--- src/bb_pkg.sv ---
// Shared types and constants for the burst-balloons interval DP block.
// Depends on nothing; bb_ctrl, bb_datapath, the top level and the testbench import it.
`default_nettype none

package bb_pkg;

    localparam int unsigned DEF_MAX_BALLOONS = 64;
    localparam int unsigned VAL_W            = 8;
    localparam int unsigned COIN_W           = 31;

    localparam logic [COIN_W-1:0] SAT_LIMIT = '1;

    typedef struct packed {
        logic [VAL_W-1:0] balloon_value;
        logic             last_item;
    } t_in_item;

    typedef struct packed {
        logic [COIN_W-1:0] max_coins;
        logic              overflow;
    } t_out_item;

    // Commands from the sequencer to the datapath.
    typedef struct packed {
        logic val_we;
        logic set_start;
        logic edge_cap;
        logic left_one;
        logic right_one;
        logic issue;
        logic lo_empty;
        logic hi_empty;
        logic best_we;
        logic result_load;
    } t_bb_cmd;

    // Status from the datapath back to the sequencer.
    typedef struct packed {
        logic pipe_busy;
        logic out_free;
    } t_bb_sts;

endpackage

`default_nettype wire

--- src/bb_ctrl.sv ---
// Sequencer: loads the set, then walks interval lengths, start points and
// split points, driving the datapath. Depends on bb_pkg.
`default_nettype none

module bb_ctrl #(
    parameter int unsigned MAX_BALLOONS = bb_pkg::DEF_MAX_BALLOONS,
    localparam int unsigned IW = (MAX_BALLOONS > 1) ? $clog2(MAX_BALLOONS) : 1,
    localparam int unsigned CW = $clog2(MAX_BALLOONS + 1),
    localparam int unsigned BD = MAX_BALLOONS * MAX_BALLOONS,
    localparam int unsigned BW = (BD > 1) ? $clog2(BD) : 1
) (
    input  wire logic            i_clk,
    input  wire logic            i_rst_n,
    input  wire logic            i_in_valid,
    output logic                 o_in_ready,
    input  wire logic            i_last_item,
    output bb_pkg::t_bb_cmd      o_cmd,
    input  wire bb_pkg::t_bb_sts i_sts,
    output logic [IW-1:0]        o_val_waddr,
    output logic [IW-1:0]        o_val_raddr_a,
    output logic [IW-1:0]        o_val_raddr_b,
    output logic [BW-1:0]        o_best_raddr_a,
    output logic [BW-1:0]        o_best_raddr_b,
    output logic [BW-1:0]        o_best_waddr
);
    import bb_pkg::*;

    typedef enum logic [5:0] {
        S_LOAD  = 6'b000001,
        S_HEAD  = 6'b000010,
        S_EDGE  = 6'b000100,
        S_SCAN  = 6'b001000,
        S_DRAIN = 6'b010000,
        S_WRITE = 6'b100000
    } t_state;

    t_state        r_state, n_state;
    logic [CW-1:0] r_count, n_count;
    logic [CW-1:0] r_n, n_n;
    logic [CW-1:0] r_len, n_len;
    logic [CW-1:0] r_i, n_i;
    logic [CW-1:0] r_k, n_k;

    logic [CW-1:0] w_j, w_j1;
    logic          w_accept, w_room, w_final;

    assign w_j1     = r_i + r_len;
    assign w_j      = w_j1 - CW'(1);
    assign w_accept = i_in_valid && o_in_ready;
    assign w_room   = r_count < CW'(MAX_BALLOONS);
    assign w_final  = r_len == r_n;

    assign o_in_ready    = r_state == S_LOAD;
    assign o_val_waddr   = IW'(r_count);
    assign o_val_raddr_a = (r_state == S_HEAD) ? IW'(r_i - CW'(1)) : IW'(r_k);
    assign o_val_raddr_b = IW'(w_j1);
    // Row-major table: entry [lo][hi] sits at lo * MAX_BALLOONS + hi.
    assign o_best_raddr_a = BW'(r_i * MAX_BALLOONS + r_k - 1);
    assign o_best_raddr_b = BW'((r_k + 1) * MAX_BALLOONS + w_j);
    assign o_best_waddr   = BW'(r_i * MAX_BALLOONS + w_j);

    always_comb begin
        n_state = r_state;
        n_count = r_count;
        n_n     = r_n;
        n_len   = r_len;
        n_i     = r_i;
        n_k     = r_k;
        o_cmd   = '0;
        unique case (r_state)
            S_LOAD: begin
                if (w_accept) begin
                    o_cmd.val_we = w_room;
                    n_count = w_room ? r_count + CW'(1) : r_count;
                    if (i_last_item) begin
                        o_cmd.set_start = 1'b1;
                        n_n     = n_count;
                        n_count = '0;
                        n_len   = CW'(1);
                        n_i     = '0;
                        n_state = S_HEAD;
                    end
                end
            end
            S_HEAD: begin
                n_state = S_EDGE;
            end
            S_EDGE: begin
                o_cmd.edge_cap  = 1'b1;
                o_cmd.left_one  = r_i == '0;
                o_cmd.right_one = w_j1 >= r_n;
                n_k     = r_i;
                n_state = S_SCAN;
            end
            S_SCAN: begin
                o_cmd.issue    = 1'b1;
                o_cmd.lo_empty = r_k == r_i;
                o_cmd.hi_empty = r_k == w_j;
                if (r_k == w_j) begin
                    n_state = S_DRAIN;
                end else begin
                    n_k = r_k + CW'(1);
                end
            end
            S_DRAIN: begin
                if (!i_sts.pipe_busy) begin
                    n_state = S_WRITE;
                end
            end
            S_WRITE: begin
                o_cmd.best_we = 1'b1;
                if (w_final) begin
                    if (i_sts.out_free) begin
                        o_cmd.result_load = 1'b1;
                        n_state = S_LOAD;
                    end
                end else begin
                    if (w_j1 == r_n) begin
                        n_len = r_len + CW'(1);
                        n_i   = '0;
                    end else begin
                        n_i = r_i + CW'(1);
                    end
                    n_state = S_HEAD;
                end
            end
            default: begin
                n_state = S_LOAD;
            end
        endcase
    end

    always_ff @(posedge i_clk) begin
        if (!i_rst_n) begin
            r_state <= S_LOAD;
            r_count <= '0;
        end else begin
            r_state <= n_state;
            r_count <= n_count;
        end
    end

    always_ff @(posedge i_clk) begin
        r_n   <= n_n;
        r_len <= n_len;
        r_i   <= n_i;
        r_k   <= n_k;
    end

endmodule

`default_nettype wire

--- config.mk ---
export PLATFORM = sky130hd
export DESIGN_NAME = bb_ctrl
export DESIGN_NICKNAME = d
export VERILOG_FILES = /design/src/bb_pkg.sv /design/src/bb_ctrl.sv
export SDC_FILE = /design/constraint.sdc
export NUM_CORES = 1
export LEC_CHECK = 0
export BUFFER_PORTS_ARGS = -buffer_cell sky130_fd_sc_hd__clkbuf_2
export CELL_PAD_IN_SITES_DETAIL_PLACEMENT = 1
export CELL_PAD_IN_SITES_GLOBAL_PLACEMENT = 1
export CORE_UTILIZATION = 43
export DETAILED_ROUTE_END_ITERATION = 7
export GPL_TIMING_DRIVEN = 0
export PLACE_DENSITY = 0.87
export REMOVE_ABC_BUFFERS = 1
export SETUP_SLACK_MARGIN = 0.15
export SYNTH_ARGS = -nofsm -noshare
export SYNTH_HDL_FRONTEND = slang
export SYNTH_SLANG_ARGS = --single-unit
--- constraint.sdc ---
create_clock -name i_clk -period 5 [get_ports i_clk]
set_input_delay 0.5 -clock i_clk [delete_from_list [all_inputs] [get_ports i_clk]]
set_output_delay 0.5 -clock i_clk [all_outputs]
set_load 0.02 [all_outputs]
==> out/results.tsv <==
metric	value	unit
Yosys warning total	0	
asr flop ratio synth	0	
Num CTS Buffers	5	
Power Dens Cells	263	nW/um^2
area of the multi-input gates	2620	sq um
run status	finished, final reports clean	
first-pass GRT wire length	17500	um
number of max-cap violations	0	
most frequent CP cell	ha_1	
Unique masters post-synth	61	
register area	1100	sq um
Primary FF master, synth	edfxtp_1	
post-route ant nets	0	
H-tree Lvls	2	
Critical Path, Cell by Cell	ha_1, fa_1, a211o_1, a21o_1, and2_4, nor4_4, xor2_2, ha_1, ha_1, nand3_1, xnor2_1, a32oi_1, xnor2_1, clkbuf_2	
detailed-placement wirelength estimate	8550	um
Arr. time, crit path	4.07	ns
Final Slew Violations	0	
Max Root-Sink Buffers	2	
die area	9760	sq um
CTS tree	yes	
# nets final	562	
Worst-Skew Late Latency	0.31	ns
Area Growth Syn to Fin	11.3	%
EDFF count, synth	28	
mean post-synth cell area	8.91	sq um
Final Hold Vio Count	0	
initial antenna violation count	0	
Remaining DRCs	0	
drt via density	5.61	
Worst setup SP type	register	
endpoint class of the critical path	output port	
WL final	11000	um
worst r2r src	r_len[0]$_SDFFCE_PN1P_	
min cycle time layout	4.57	ns
Cells after Synth	452	
Die Y	98.8	um
setup_tns	0	ns
fillcell total	1092	
core box area	8890	sq um
R2R cell count	12	
Hold Startpoint	i_rst_n	
Ports	71	
worst reg2reg path endpoint	r_len[3]$_SDFFCE_PN0P_	
Setup violations, final	0	
Period Utilization, post-route	0.913	
register area share after synthesis	0.273	
crit-path max cell delay	0.52	ns
Final Core Density	0.504	
hold_buf cts	0	
Antenna diodes	0	
vias	3454	
CTS sink cnt	41	
clk slew on worst S/H paths	0.09	ns
HP Class	in -> reg	
leakage	2.03	nW
synthesized flop and latch total	41	
# port buffers	70	
Iteration-0 DRC Markers	121	
fmax	219	MHz
DRT Pass-1 Iters	4	
Die X	98.8	um
share of layout cells above drive strength 1	0.187	
CP required	4.50	ns
Avg WL per Cell	17.9	um
slowest CP cell	edfxtp_1	
GPL Wtd Cong	0.825	
CP Class	reg -> out	
Worst Tran Pin Value	1.09	ns
largest net degree at the start of global routing	16	
starting density of the core	0.453	
worst slack, placed	0.278	ns
std cell rows	34	
Worst Setup Slack, final	0.434	ns
unrepaired setup endpoints after global routing	false	
setup slack, reg-to-reg	1.11	ns
Remaining Overflow, GRT	0	
Global Route Usage Sum	0.228	
vias in the first global route	3511	
Hold EP	r_count[6]$_SDFFE_PN0P_	
Max IR drop VDD	0.000141	V
Max-Slew Margin vs Limit	0.262	
Syn Std Cell Area	4030	sq um
WHS Path Cells	3	
Clk Tree Root Cell	clkbuf_8	
Layout Skew	0.0118	ns
CP Max Fanout	6	
-- where the power goes --
part | internal [mW] | switching, mW | total, mW
Clock | 0.0995 | 0.132 | 0.231
Sequential | 0.383 | 0.0319 | 0.415
Combinational | 0.204 | 0.330 | 0.535
Total | 0.687 | 0.494 | 1.18
-- layer usage --
| metal | vias to the layer above | share of wire | global-route usage |
|---|---|---|---|
| li1 | 1662 | - | - |
| met1 | 1693 | 0.44 | 0.278 |
| met2 | 75 | 0.51 | 0.400 |
| met3 | 24 | 0.027 | 0.0348 |
| met4 | 0 | 0.025 | 0.0941 |
| met5 | - | 0 | 0 |
-- how the worst max path moves through the flow --
| stage | endpoint | depth (start not counted) | start |
|---|---|---|---|
| 6_report | o_best_raddr_b[10] | 14 | r_len[0]$_SDFFCE_PN1P_ |
| 5_1_grt | o_best_raddr_b[10] | 14 | r_len[0]$_SDFFCE_PN1P_ |
| 4_1_cts | o_best_raddr_b[10] | 14 | r_len[0]$_SDFFCE_PN1P_ |
| 3_5_place_dp | o_best_raddr_b[10] | 14 | r_i[0]$_SDFFCE_PN0P_ |
| 3_3_place_gp | o_best_raddr_b[10] | 14 | r_i[0]$_SDFFCE_PN0P_ |
| 2_1_floorplan | o_best_raddr_b[10] | 13 | r_i[0]$_SDFFCE_PN0P_ |
-- layout make-up --
type	count	area share
tap	108	0.0301
multi-input combinational	341	0.584
clock inverter	2	0.00279
inverter	44	0.0368
clock buffer	6	0.0162
timing repair buffer	74	0.0848
sequential	41	0.246
-- cells in the final DEF (no fill, tap or decap), types with 3 or more instances in the layout --
| master | count |
|---|---|
| clkbuf_8 | 5 |
| nand3_1 | 15 |
| ha_1 | 47 |
| nand2_1 | 38 |
| buf_4 | 4 |
| clkbuf_2 | 70 |
| xnor3_1 | 4 |
| a21oi_1 | 19 |
| nor3_1 | 6 |
| o311ai_0 | 3 |
| dfxtp_1 | 13 |
| o21a_1 | 8 |
| inv_1 | 43 |
| nor4_1 | 6 |
| a21o_1 | 5 |
| and2_1 | 4 |
| nand4_1 | 6 |
| nor2b_1 | 4 |
| xnor2_1 | 49 |
| nand3b_1 | 4 |
| edfxtp_1 | 28 |
| xor2_1 | 17 |
| o21ai_0 | 16 |
| nor2_1 | 40 |
| o21bai_1 | 3 |
-- synthesized netlist by cell type, types with 3 or more instances --
cell | count | share of area
o21ai_0 | 16 | 0.020
o21bai_1 | 3 | 0.0056
a21oi_1 | 19 | 0.024
clkbuf_1 | 12 | 0.011
dfxtp_1 | 13 | 0.065
xnor2_1 | 49 | 0.11
xnor3_1 | 4 | 0.022
nor2_1 | 40 | 0.037
nand2_1 | 38 | 0.035
inv_1 | 43 | 0.040
nand4_1 | 6 | 0.0093
nor3_1 | 6 | 0.0075
o311ai_0 | 3 | 0.0065
buf_4 | 12 | 0.022
a21o_1 | 5 | 0.0093
nor2b_1 | 4 | 0.0062
nand3_1 | 15 | 0.019
xor2_1 | 18 | 0.039
ha_1 | 47 | 0.15
nor4_1 | 6 | 0.0093
and2_1 | 4 | 0.0062
o21a_1 | 8 | 0.015
edfxtp_1 | 28 | 0.21
nand3b_1 | 4 | 0.0075
-- sequential cells by signal, indices dropped and copies added (netlist names) --
| signal | cells |
|---|---|
| r_count | 7 |
| r_i | 7 |
| r_k | 7 |
| r_len | 7 |
| r_n | 7 |
| r_state | 6 |
-- timing repair --
action | CTS | global route
pin swaps | 0 | 1
resized for setup | 1 | 0
setup endpoints to repair | 1 | 1
buffers inserted | 1 | 3
-- cell families after synthesis --
| group | Yosys count | share of synthesized area |
|---|---|---|
| adder cells (fa/ha/maj) | 49 | 0.156 |
| flip-flops | 41 | 0.273 |
| AO/OA/AOI/OAI | 77 | 0.133 |
| multiplexers | 2 | 0.00528 |
| buffers and inverters | 70 | 0.0786 |
| XOR/XNOR | 73 | 0.179 |
| AND/OR/NAND/NOR | 140 | 0.176 |
-- worst max-delay path: cells and delay by family, from the launching register on --
kind                       cells  cell delay [ns]
AOI/OAI and AO/OA              3             0.76
xor gates and xnor gates       3             0.55
buffers and inverters          1             0.19
and+or+nand+nor                3             0.61
adders and majority gates      4             1.14
DFF                            1             0.52
-- through the flow --
stage	total power, mW	instances	hold WS [ns]	instance area, sq um
5_1_grt	1.25	616	0.455	4480
6_report	1.18	616	0.444	4480
4_1_cts	1.18	613	0.442	4460
3_5_place_dp	0.950	604	0.545	4360
2_1_floorplan	0.797	426	0.503	3880
3_3_place_gp	0.926	604	0.524	4360
Power figures use the tool's default switching activity.
